===== config.mk =====
export PLATFORM = sky130hd
export DESIGN_NAME = object_velocity_estimator
export DESIGN_NICKNAME = d
export VERILOG_FILES = /design/src/hw/rtl/ove_pkg.sv /design/src/hw/rtl/object_velocity_estimator.sv /design/src/hw/rtl/ove_itu.sv
export SDC_FILE = /design/constraint.sdc
export NUM_CORES = 2
export LEC_CHECK = 0
export ABC_AREA = 1
export BUFFER_PORTS_ARGS = -buffer_cell sky130_fd_sc_hd__buf_2
export CELL_PAD_IN_SITES_DETAIL_PLACEMENT = 0
export CELL_PAD_IN_SITES_GLOBAL_PLACEMENT = 1
export CORE_UTILIZATION = 49
export DETAILED_ROUTE_END_ITERATION = 16
export PLACE_DENSITY = 0.93
export RECOVER_POWER = 50
export SETUP_SLACK_MARGIN = 0.4
export SLEW_MARGIN = 10
export SYNTH_ARGS = -nofsm -noshare
export SYNTH_HDL_FRONTEND = slang
export SYNTH_HIERARCHICAL = 1
export SYNTH_SLANG_ARGS = --single-unit

===== constraint.sdc =====
create_clock -name clk_i -period 32.5 [get_ports clk_i]
set_clock_uncertainty 0.1 [all_clocks]
set_input_delay 6.5 -clock clk_i [delete_from_list [all_inputs] [get_ports clk_i]]
set_output_delay 6.5 -clock clk_i [all_outputs]
set_load 0.01 [all_outputs]

===== src/hw/rtl/ove_pkg.sv =====
// ----------------------------------------------------------------------------
// ove_pkg
// Shared types and constants for the object velocity estimator.
// ----------------------------------------------------------------------------
package ove_pkg;

  // Microseconds per second, scales a position difference into a velocity
  localparam logic [19:0] US_PER_S = 20'd1000000;

  // Reset value of the speed limit register
  localparam logic [31:0] SPEED_LIMIT_RST = 32'd800;

  // Input opcodes
  localparam logic OP_DETECT = 1'b0;
  localparam logic OP_CLOSE  = 1'b1;

  // Operation of the shared iterative unit
  typedef enum logic {
    ITU_DIV  = 1'b0,
    ITU_SQRT = 1'b1
  } itu_mode_e;

  // Request to the iterative unit
  typedef struct packed {
    logic      start;
    itu_mode_e mode;
  } itu_req_t;

  // Status from the iterative unit
  typedef struct packed {
    logic busy;
    logic done;
    logic ovf;
  } itu_rsp_t;

endpackage


===== src/hw/rtl/object_velocity_estimator.sv =====
// ----------------------------------------------------------------------------
// object_velocity_estimator
// Finite-difference velocity and speed of numbered objects across frames.
// ----------------------------------------------------------------------------
// Usage:
//   Input channel (in_valid_i / in_stall_o): one detection or close-frame
//   transaction. in_stall_o stays high while an item is in work.
//   Output channel (out_valid_o / out_stall_i): one result per item, held
//   in an output register, so a stalled result does not block the next input.
//   Config channel (cfg_valid_i / cfg_ready_o): writes speed_limit, always
//   ready; write only while the block is idle.
// Sequence: a close, an out-of-range id, an unseen object or a zero interval
//   goes from accept through S_DIFF and S_FIN into the output register. A
//   measured detection runs S_DIFF, S_MUL, S_DIVS and S_DIVW for each of the
//   three divides, S_SQM and S_SQA for each of the three squares, then S_SQRTS
//   and S_SQRTW for the square root and S_FIN, on the 32-step shared divide
//   and square root unit. A stalled result holds the finish step.
// Reset: seen bits, frame flag and speed limit (800) reset; position stores
//   are undefined until written.
// ----------------------------------------------------------------------------
module object_velocity_estimator
  import ove_pkg::*;
#(
  parameter int NUM_OBJECTS = 5,
  parameter int POS_WIDTH   = 24
) (
  input  logic                        clk_i,
  input  logic                        rst_ni,
  input  logic                        in_valid_i,
  output logic                        in_stall_o,
  input  logic                        opcode_i,
  input  logic [2:0]                  object_id_i,
  input  logic signed [POS_WIDTH-1:0] pos_x_i,
  input  logic signed [POS_WIDTH-1:0] pos_y_i,
  input  logic signed [POS_WIDTH-1:0] pos_z_i,
  input  logic [19:0]                 interval_us_i,
  output logic                        out_valid_o,
  input  logic                        out_stall_i,
  output logic [2:0]                  out_id_o,
  output logic                        is_close_o,
  output logic                        vel_valid_o,
  output logic signed [31:0]          vel_x_o,
  output logic signed [31:0]          vel_y_o,
  output logic signed [31:0]          vel_z_o,
  output logic [31:0]                 speed_o,
  output logic                        frame_state_o,
  input  logic                        cfg_valid_i,
  output logic                        cfg_ready_o,
  input  logic [31:0]                 cfg_data_i
);

  localparam int IDX_W = (NUM_OBJECTS > 1) ? $clog2(NUM_OBJECTS) : 1;
  localparam int IDE_W = (IDX_W > 3) ? IDX_W : 3;
  localparam int MAG_W = POS_WIDTH + 1;

  typedef enum logic [9:0] {
    S_IDLE   = 10'b00_0000_0001,
    S_DIFF   = 10'b00_0000_0010,
    S_MUL    = 10'b00_0000_0100,
    S_DIVS   = 10'b00_0000_1000,
    S_DIVW   = 10'b00_0001_0000,
    S_SQM    = 10'b00_0010_0000,
    S_SQA    = 10'b00_0100_0000,
    S_SQRTS  = 10'b00_1000_0000,
    S_SQRTW  = 10'b01_0000_0000,
    S_FIN    = 10'b10_0000_0000
  } state_e;

  state_e state_q, state_d;

  // Latched input item
  logic                        op_q;
  logic [2:0]                  id_q;
  logic signed [POS_WIDTH-1:0] px_q, py_q, pz_q;
  logic [19:0]                 iv_q;

  // Object state
  logic signed [POS_WIDTH-1:0] cur_x_q [NUM_OBJECTS];
  logic signed [POS_WIDTH-1:0] cur_y_q [NUM_OBJECTS];
  logic signed [POS_WIDTH-1:0] cur_z_q [NUM_OBJECTS];
  logic signed [POS_WIDTH-1:0] prev_x_q [NUM_OBJECTS];
  logic signed [POS_WIDTH-1:0] prev_y_q [NUM_OBJECTS];
  logic signed [POS_WIDTH-1:0] prev_z_q [NUM_OBJECTS];
  logic [NUM_OBJECTS-1:0]      cur_seen_q;
  logic [NUM_OBJECTS-1:0]      prev_seen_q;
  logic                        any_valid_q;
  logic [31:0]                 speed_limit_q;

  // Work registers
  logic [1:0]         ax_q;
  logic [MAG_W-1:0]   mag_q;
  logic               neg_q;
  logic [63:0]        prod_q;
  logic [63:0]        sum_q;
  logic signed [31:0] vel_q [3];
  logic [31:0]        speed_q;

  // Output register
  logic               out_valid_q;
  logic [2:0]         out_id_q;
  logic               is_close_q;
  logic               vel_valid_q;
  logic signed [31:0] vel_x_q, vel_y_q, vel_z_q;
  logic [31:0]        speed_out_q;
  logic               frame_state_q;

  logic [IDE_W-1:0]            id_ext;
  logic [IDX_W-1:0]            idx;
  logic                        in_range;
  logic                        calc;
  logic                        in_fire;
  logic                        fin_fire;
  logic                        meas_ok;
  logic signed [POS_WIDTH-1:0] pos_sel, prev_sel;
  logic signed [MAG_W-1:0]     d;
  logic signed [31:0]          vel_sel;
  logic [31:0]                 abs_v;
  logic [32:0]                 mul_a;
  logic [31:0]                 mul_b;
  logic [64:0]                 mul_p;
  logic [31:0]                 q;
  logic signed [31:0]          sat_v;

  itu_req_t    itu_req;
  itu_rsp_t    itu_rsp;
  logic [63:0] itu_num;
  logic [31:0] itu_res;

  // Decode the latched item
  assign id_ext   = IDE_W'(id_q);
  assign idx      = id_ext[IDX_W-1:0];
  assign in_range = {29'd0, id_q} < 32'(NUM_OBJECTS);
  assign calc     = (op_q == OP_DETECT) && in_range && prev_seen_q[idx] && (iv_q != 20'd0);
  assign in_fire  = in_valid_i && !in_stall_o;
  assign fin_fire = (state_q == S_FIN) && (!out_valid_q || !out_stall_i);
  assign meas_ok  = calc && (speed_q < speed_limit_q);

  // Pick the axis in work
  always_comb begin
    unique case (ax_q)
      2'd0: begin
        pos_sel  = px_q;
        prev_sel = prev_x_q[idx];
      end
      2'd1: begin
        pos_sel  = py_q;
        prev_sel = prev_y_q[idx];
      end
      default: begin
        pos_sel  = pz_q;
        prev_sel = prev_z_q[idx];
      end
    endcase
    d       = {pos_sel[POS_WIDTH-1], pos_sel} - {prev_sel[POS_WIDTH-1], prev_sel};
    vel_sel = vel_q[ax_q];
    abs_v   = vel_sel[31] ? (~vel_sel + 32'd1) : vel_sel;
  end

  // Shared multiplier: difference times 1e6, or velocity squared
  always_comb begin
    if (state_q == S_MUL) begin
      mul_a = 33'(mag_q);
      mul_b = {12'd0, US_PER_S};
    end else begin
      mul_a = {1'b0, abs_v};
      mul_b = abs_v;
    end
    mul_p = mul_a * mul_b;
  end

  // Saturate the quotient to a signed 32 bit velocity
  always_comb begin
    q = itu_res;
    if (neg_q) begin
      sat_v = (itu_rsp.ovf || (q > 32'h8000_0000)) ? 32'sh8000_0000 : (~q + 32'd1);
    end else begin
      sat_v = (itu_rsp.ovf || q[31]) ? 32'sh7FFF_FFFF : q;
    end
  end

  // Drive the iterative unit
  always_comb begin
    itu_req.start = (state_q == S_DIVS) || (state_q == S_SQRTS);
    itu_req.mode  = (state_q == S_SQRTS) ? ITU_SQRT : ITU_DIV;
    itu_num       = (state_q == S_SQRTS) ? sum_q : prod_q;
  end

  ove_itu u_itu (
    .clk_i  (clk_i),
    .rst_ni (rst_ni),
    .req_i  (itu_req),
    .num_i  (itu_num),
    .den_i  (iv_q),
    .rsp_o  (itu_rsp),
    .res_o  (itu_res)
  );

  // Sequencer
  always_comb begin
    state_d = state_q;
    unique case (state_q)
      S_IDLE:  if (in_fire) state_d = S_DIFF;
      S_DIFF:  state_d = calc ? S_MUL : S_FIN;
      S_MUL:   state_d = S_DIVS;
      S_DIVS:  state_d = S_DIVW;
      S_DIVW: begin
        if (itu_rsp.done) state_d = (ax_q == 2'd2) ? S_SQM : S_DIFF;
      end
      S_SQM:   state_d = S_SQA;
      S_SQA:   state_d = (ax_q == 2'd2) ? S_SQRTS : S_SQM;
      S_SQRTS: state_d = S_SQRTW;
      S_SQRTW: if (itu_rsp.done) state_d = S_FIN;
      S_FIN:   if (fin_fire) state_d = S_IDLE;
      default: state_d = S_IDLE;
    endcase
  end

  always_ff @(posedge clk_i or negedge rst_ni) begin
    if (!rst_ni) begin
      state_q <= S_IDLE;
    end else begin
      state_q <= state_d;
    end
  end

  // Capture the item and run the arithmetic
  always_ff @(posedge clk_i) begin
    if (in_fire) begin
      op_q <= opcode_i;
      id_q <= object_id_i;
      px_q <= pos_x_i;
      py_q <= pos_y_i;
      pz_q <= pos_z_i;
      iv_q <= interval_us_i;
      ax_q <= 2'd0;
    end
    unique case (state_q)
      S_DIFF: begin
        neg_q <= d[MAG_W-1];
        mag_q <= d[MAG_W-1] ? MAG_W'(-d) : MAG_W'(d);
      end
      S_MUL: prod_q <= mul_p[63:0];
      S_DIVW: begin
        if (itu_rsp.done) begin
          vel_q[ax_q] <= sat_v;
          ax_q        <= (ax_q == 2'd2) ? 2'd0 : ax_q + 2'd1;
        end
      end
      S_SQM: prod_q <= mul_p[63:0];
      S_SQA: begin
        sum_q <= ((ax_q == 2'd0) ? 64'd0 : sum_q) + prod_q;
        ax_q  <= (ax_q == 2'd2) ? 2'd0 : ax_q + 2'd1;
      end
      S_SQRTW: if (itu_rsp.done) speed_q <= itu_res;
      default: ;
    endcase
  end

  // Update object stores at the end of an item
  always_ff @(posedge clk_i) begin
    if (fin_fire) begin
      if (op_q == OP_CLOSE) begin
        if (cur_seen_q != '0) begin
          prev_x_q <= cur_x_q;
          prev_y_q <= cur_y_q;
          prev_z_q <= cur_z_q;
        end
      end else if (in_range) begin
        cur_x_q[idx] <= px_q;
        cur_y_q[idx] <= py_q;
        cur_z_q[idx] <= pz_q;
      end
    end
  end

  // Seen bits, frame flag and config register
  always_ff @(posedge clk_i or negedge rst_ni) begin
    if (!rst_ni) begin
      cur_seen_q    <= '0;
      prev_seen_q   <= '0;
      any_valid_q   <= 1'b0;
      speed_limit_q <= SPEED_LIMIT_RST;
    end else begin
      if (cfg_valid_i && cfg_ready_o) speed_limit_q <= cfg_data_i;
      if (fin_fire) begin
        if (op_q == OP_CLOSE) begin
          if (cur_seen_q != '0) prev_seen_q <= cur_seen_q;
          cur_seen_q  <= '0;
          any_valid_q <= 1'b0;
        end else begin
          if (in_range) cur_seen_q[idx] <= 1'b1;
          if (meas_ok) any_valid_q <= 1'b1;
        end
      end
    end
  end

  // Output register: load on finish, drop when taken
  always_ff @(posedge clk_i or negedge rst_ni) begin
    if (!rst_ni) begin
      out_valid_q <= 1'b0;
    end else if (fin_fire) begin
      out_valid_q <= 1'b1;
    end else if (!out_stall_i) begin
      out_valid_q <= 1'b0;
    end
  end

  always_ff @(posedge clk_i) begin
    if (fin_fire) begin
      is_close_q <= op_q;
      if (op_q == OP_CLOSE) begin
        out_id_q      <= 3'd0;
        vel_valid_q   <= 1'b0;
        vel_x_q       <= '0;
        vel_y_q       <= '0;
        vel_z_q       <= '0;
        speed_out_q   <= '0;
        frame_state_q <= any_valid_q;
      end else begin
        out_id_q      <= id_q;
        vel_valid_q   <= meas_ok;
        vel_x_q       <= meas_ok ? vel_q[0] : 32'sd0;
        vel_y_q       <= meas_ok ? vel_q[1] : 32'sd0;
        vel_z_q       <= meas_ok ? vel_q[2] : 32'sd0;
        speed_out_q   <= meas_ok ? speed_q : 32'd0;
        frame_state_q <= 1'b0;
      end
    end
  end

  assign in_stall_o    = (state_q != S_IDLE);
  assign cfg_ready_o   = 1'b1;
  assign out_valid_o   = out_valid_q;
  assign out_id_o      = out_id_q;
  assign is_close_o    = is_close_q;
  assign vel_valid_o   = vel_valid_q;
  assign vel_x_o       = vel_x_q;
  assign vel_y_o       = vel_y_q;
  assign vel_z_o       = vel_z_q;
  assign speed_o       = speed_out_q;
  assign frame_state_o = frame_state_q;

`ifndef SYNTHESIS
  // Unit never runs while the block takes new items
  a_busy_stall: assert property (@(posedge clk_i) disable iff (!rst_ni)
    itu_rsp.busy |-> in_stall_o)
    else $error("iterative unit busy while input open");

  // Close results carry no velocity
  a_close_zero: assert property (@(posedge clk_i) disable iff (!rst_ni)
    (out_valid_o && is_close_o) |-> (!vel_valid_o && speed_o == 32'd0))
    else $error("close result carries velocity");

  // A valid velocity is under the limit
  a_speed_lim: assert property (@(posedge clk_i) disable iff (!rst_ni)
    (out_valid_o && vel_valid_o) |-> (speed_o < speed_limit_q))
    else $error("valid velocity at or above limit");
`endif

endmodule


===== src/hw/rtl/ove_itu.sv =====
// ----------------------------------------------------------------------------
// ove_itu
// Shared shift-subtract unit: 64/20 bit restoring divide with 32 quotient
// bits and overflow flag, or 64 bit integer square root. 32 steps each.
// ----------------------------------------------------------------------------
module ove_itu
  import ove_pkg::*;
(
  input  logic        clk_i,
  input  logic        rst_ni,
  input  itu_req_t    req_i,
  input  logic [63:0] num_i,
  input  logic [19:0] den_i,
  output itu_rsp_t    rsp_o,
  output logic [31:0] res_o
);

  logic        busy_q;
  logic        done_q;
  logic        ovf_q;
  itu_mode_e   mode_q;
  logic [4:0]  cnt_q;
  logic [63:0] acc_q;
  logic [63:0] res_q;
  logic [63:0] bit_q;

  logic [63:0] op_a;
  logic [63:0] op_b;
  logic [64:0] diff;
  logic        ge;

  // Select operands of the one shared subtractor
  always_comb begin
    if (mode_q == ITU_DIV) begin
      op_a = {acc_q[62:0], res_q[31]};
      op_b = {44'd0, den_i};
    end else begin
      op_a = acc_q;
      op_b = res_q + bit_q;
    end
    diff = {1'b0, op_a} - {1'b0, op_b};
    ge   = ~diff[64];
  end

  // Control: busy for 32 steps, pulse done after the last
  always_ff @(posedge clk_i or negedge rst_ni) begin
    if (!rst_ni) begin
      busy_q <= 1'b0;
      done_q <= 1'b0;
    end else begin
      done_q <= busy_q && (cnt_q == 5'd31);
      if (req_i.start) begin
        busy_q <= 1'b1;
      end else if (busy_q && (cnt_q == 5'd31)) begin
        busy_q <= 1'b0;
      end
    end
  end

  // Datapath: load operands, then one step per cycle
  always_ff @(posedge clk_i) begin
    if (req_i.start) begin
      mode_q <= req_i.mode;
      cnt_q  <= 5'd0;
      bit_q  <= 64'h4000_0000_0000_0000;
      if (req_i.mode == ITU_DIV) begin
        acc_q <= {32'd0, num_i[63:32]};
        res_q <= {32'd0, num_i[31:0]};
        ovf_q <= num_i[63:32] >= {12'd0, den_i};
      end else begin
        acc_q <= num_i;
        res_q <= 64'd0;
        ovf_q <= 1'b0;
      end
    end else if (busy_q) begin
      cnt_q <= cnt_q + 5'd1;
      if (mode_q == ITU_DIV) begin
        acc_q <= ge ? diff[63:0] : op_a;
        res_q <= {res_q[62:0], ge};
      end else begin
        acc_q <= ge ? diff[63:0] : acc_q;
        res_q <= ge ? ((res_q >> 1) + bit_q) : (res_q >> 1);
        bit_q <= bit_q >> 2;
      end
    end
  end

  assign rsp_o.busy = busy_q;
  assign rsp_o.done = done_q;
  assign rsp_o.ovf  = ovf_q;
  assign res_o      = res_q[31:0];

endmodule


# Yosys cells after proc, flatten, opt, wreduce, memory -nomap -nowiden
# Memory sizes are Yosys's and may differ from the RTL's. A register that Yosys moved wholly into a read port is not among the register bits.
# Index checks and enable logic that the tools add are counted.
[totals]
register_bits = 1265
ramBits = 96
input_bits = 133
output_inout_bits = 137
memories = 1
[op_classes]
addsub = 10
n_mul = 1
magnitude_cmp = 8
n_eq_ne = 20
muxes = 66
bitwise_logic = 7
n_reduce_logical = 33
[mem_list]
columns = ["memory", "words", "width", "read_ports", "rd_clocked_by_memory_dff", "wr", "line", "rtl"]
rows = [
  ["vel_q", 3, 32, 4, 4, 1, "object_velocity_estimator.sv:95", "logic signed [31:0] vel_q [3];"],
]
[ops]
columns = ["operator", "count"]
rows = [
  ["$mux W64", 14],
  ["$bwmux W120", 3],
  ["$mux W32", 7],
  ["$bmux W24 S3", 3],
  ["$mux W24", 8],
  ["$pmux W10 S10", 1],
  ["$pmux W24 S2", 2],
  ["$demux W24 S3", 1],
  ["$sub A64 B64 Y65", 1],
  ["$add A32 B1 Y32 const B", 2],
  ["$add A63 B63 Y64", 1],
  ["$add A64 B63 Y64", 1],
  ["$add A64 B64 Y64", 1],
  ["$mul A33 B32 Y64", 1],
  ["$not A32 Y32", 2],
  ["$mux W10", 5],
  ["$ge A32 B20 Y1", 1],
  ["$gt A32 B32 Y1 const B", 1],
  ["$lt A32 B32 Y1", 1],
  ["$neg A25 Y25", 1],
  ["$sub A24 B24 Y25", 1],
  ["$reduce_bool A20 Y1", 1],
  ["$mux W1", 12],
  ["$eq A10 B1 Y1 const B", 1],
  ["43 further kinds", 73],
]

# Logic depth before layout (Yosys ltp)
[depth]
word_depth = 8
mapped_depth = 50

# By module
# The synthesis kept the hierarchy.
[modules_own_cells]
columns = ["module", "n_inst", "cells_each", "area_each_um2", "seq_area_each_um2"]
rows = [
  ["object_velocity_estimator", 1, 8550, 88264.7, 39352.7],
  ["ove_itu", 1, 4346, 24143.2, 4694.5],
]

# Worst setup path before layout
# No wires, ideal clock.
[synth_path]
path_type = "input port to flip-flop"
startpoint = "in out_stall_i"
endpoint = "reg prev_seen_q[1]"
setup_ns = 0.142
t_arrival_ns = 30.273
required_ns = 32.258
slack_ns = 1.984
path_stages = 8
path_cell_list = "nand2_1 > inv_1 > nor2_1 > nand2_1 > nor2_1 > inv_1 > nand2_1 > nand2_1"
[synth_between]
elab_chain_cells = 4
[synth_lines]
columns = ["element", "line", "rtl"]
rows = [
  ["start: declaration", "object_velocity_estimator.sv:38", "input logic out_stall_i,"],
  ["$logic_not A1 Y1", "--", ""],
  ["$logic_or A1 B1 Y1", "object_velocity_estimator.sv:135", "assign fin_fire = (state_q == S_FIN) && (!out_valid_q || !out_stall_i);"],
  ["$logic_and A1 B1 Y1", "object_velocity_estimator.sv:135", ""],
  ["named net fin_fire", "object_velocity_estimator.sv:112", "logic fin_fire;"],
  ["$reduce_and A3 Y1 (no line)", "--", ""],
  ["end signal: assignment", "object_velocity_estimator.sv:287", "if (cur_seen_q != '0) prev_seen_q <= cur_seen_q;"],
  ["end: declaration", "object_velocity_estimator.sv:85", "logic [NUM_OBJECTS-1:0] prev_seen_q;"],
]
# The timed path passes the listed nets, and every way through them passes these cells.
# A chain may end at the register's enable or synchronous reset.

==> results.yml <==
status:
  status: "complete, but fails checks"
  violations: "max-capacitance violations, max-slew violations"
routing:
  viasPerCell: 5.53
  drc_errors: 0
  drtIter0Drc: 8765
  detail_route.wl_per_cell_um: 22.7
  dr.pass1.iters: 8
  vias: 89600
  routed_wl_um: 368000
  drtAntennaViolNets: 0
clock_tree:
  cts_hold_buf: 0
  htree_levels: 4
  root_buffer: "clkbuf_16"
  clk_pin_slew_ns: 0.06
  cts_buffers: 152
  cts_max_path_buffers: 3
  clock_latency_ns: 0.88
  postCtsSetupRepairBufs: 0
  cts_tree: "built"
  cts_resized: 0
  cts_sinks: 1489
worst_setup_path:
  path_common_cell: "fa_1"
  worstPathRequired_ns: 32.96
  slowest_delay_ns: 1.97
  cp_num_buf_inv: 9
  reg2reg_setup_slack_ns: 17.54
  endpoint_kind: "register"
  rr_startpoint: "ax_q[1]"
  critPathKind: "reg2reg"
  path_delay_family: "adder cells"
  crit_slowest_cell: "nand2_1"
  cp_max_fo: 44
  cp_data_arrival_time_ns: 15.42
  critPathLaunch: "ax_q[1]"
  cp-start-kind: "register"
yosys:
  synth_area_mm2: 0.112
  yosysWarnings: 6
  syn_area_per_cell_um2: 8.72
  netlist_instances: 12900
floorplanning:
  die_h_um: 481
  rows: 175
  coreArea_mm2: 0.228
  initial_utilization_pct: 49.4
  die_w_um: 481
  die_area_mm2: 0.231
  ios: 270
finish:
  fin_util_pct: 53.4
  areaGrowthSynthToFinish_pct: 8.23
  multiInputGateArea_mm2: 0.0574
  drive_gt1_share_pct: 6.16
  fin_nets: 14600
  regArea_mm2: 0.0440
  fillers: 20600
  postLayoutCellArea_mm2: 0.122
grt:
  antenna_found_initial: 9
  use_met3_pct: 5.90
  grt_pass1_wl_um: 548000
  grt_util_met1_pct: 39.8
  grt-busiest-layer: "met2"
  first_global_vias: 88700
  gr-usage-met2_pct: 51.5
  track_usage_pct: 31.8
  grt_max_degree: 199
  gr-total-overflow: 0
sta:
  tns_ns: 0
  fin_crit_sh_pct: 46.0
  fmax_mhz: 66.8
  worstMarginPinSlew_ns: 3.91
  setup_viol: 0
  hold_viol_final: 0
  max_slew_margin_pct: -160
  slew_viol_final: 947
  rsz0062_at_grt: "false"
  finalCriticalPeriod_ns: 14.96
placement:
  dp_hpwl_um: 280000
  portBuffers: 268
  placed_area_mm2: 0.117
  place_congestion: 1.01
worst_hold_path:
  hold_class: "reg2reg"
  min_from: "cur_y_q[89]"
power_and_ir_drop:
  total_power_w: 0.00989
  ir_drop_mv: 0.110
  p_leak_nw: 55.5
  cellPowerDensity_mw_per_mm2: 81.3
run:
  cap_viol_max_count: 21
-- sequential cells by signal, indices dropped and copies added, names as in the netlist, 24 cells and up --
| register | cells |
|---|---|
| sum_q | 64 |
| speed_limit_q | 32 |
| pz_q | 24 |
| px_q | 24 |
| cur_y_q | 120 |
| u_itu/res_q | 64 |
| vel_q | 128 |
| cur_x_q | 120 |
| speed_o | 32 |
| vel_z_o | 32 |
| py_q | 24 |
| prod_q | 64 |
| speed_q | 32 |
| cur_z_q | 120 |
| u_itu/acc_q | 64 |
| prev_y_q | 120 |
| vel_y_o | 32 |
| u_itu/bit_q | 32 |
| prev_x_q | 120 |
| prev_z_q | 120 |
| mag_q | 25 |
| vel_x_o | 32 |
-- placed cells by master, fill, tap and decap left out, types with 104 or more instances in the layout --
master     instances
nand2_1         2969
inv_1           2326
nor2_1          1504
edfxtp_1        1394
fa_1             888
nand3_1          577
ha_1             540
a21oi_1          502
o21ai_0          494
buf_2            268
clkbuf_16        153
xor2_1           150
nand4_1          125
inv_2            104
-- power by group --
part / switching (W) / leakage [nW] / internal (W) / total (W)
Clock: 0.000796 / 2.39 / 0.000969 / 0.00176
Sequential: 0.000149 / 13.6 / 0.00245 / 0.00260
Combinational: 0.00374 / 39.5 / 0.00178 / 0.00552
-- final timing paths --
kind                                           to  cells after the start
worst max-delay path                   prod_q[50]                     39
worst min-delay path                 prev_y_q[89]                      0
worst max register to register         prod_q[50]                     39
worst min register to register       prev_y_q[89]                      0
max in group asynchronous       speed_limit_q[16]                      2
min in group asynchronous             out_valid_o                      2
-- stage by stage --
stage          instances  hold slack [ns]  worst slack (ns)
6_report           16200            0.263             17.54
5_1_grt            16200            0.266             16.89
4_1_cts            16200            0.250             20.95
3_5_place_dp       15900            0.305             20.97
3_3_place_gp       15900            0.300             21.10
2_1_floorplan      12900            0.300              1.98
-- metal layers --
layer / up-vias / share of wire [%]
met5: - / 0.0049
met4: 2 / 6.8
met3: 1006 / 8.7
met2: 4380 / 46
met1: 42800 / 38
li1: 41400 / -
-- area by class of cell --
cell class / instances / share of cell area (%)
multi-input combinational: 8582 / 47.2
sequential: 1489 / 36.2
inverter: 2444 / 7.55
clock buffer: 199 / 3.30
tap: 3009 / 3.09
timing repair buffer: 404 / 1.82
clock inverter: 79 / 0.837
antenna: 9 / 0.0185
Power figures use the tool's default switching activity.
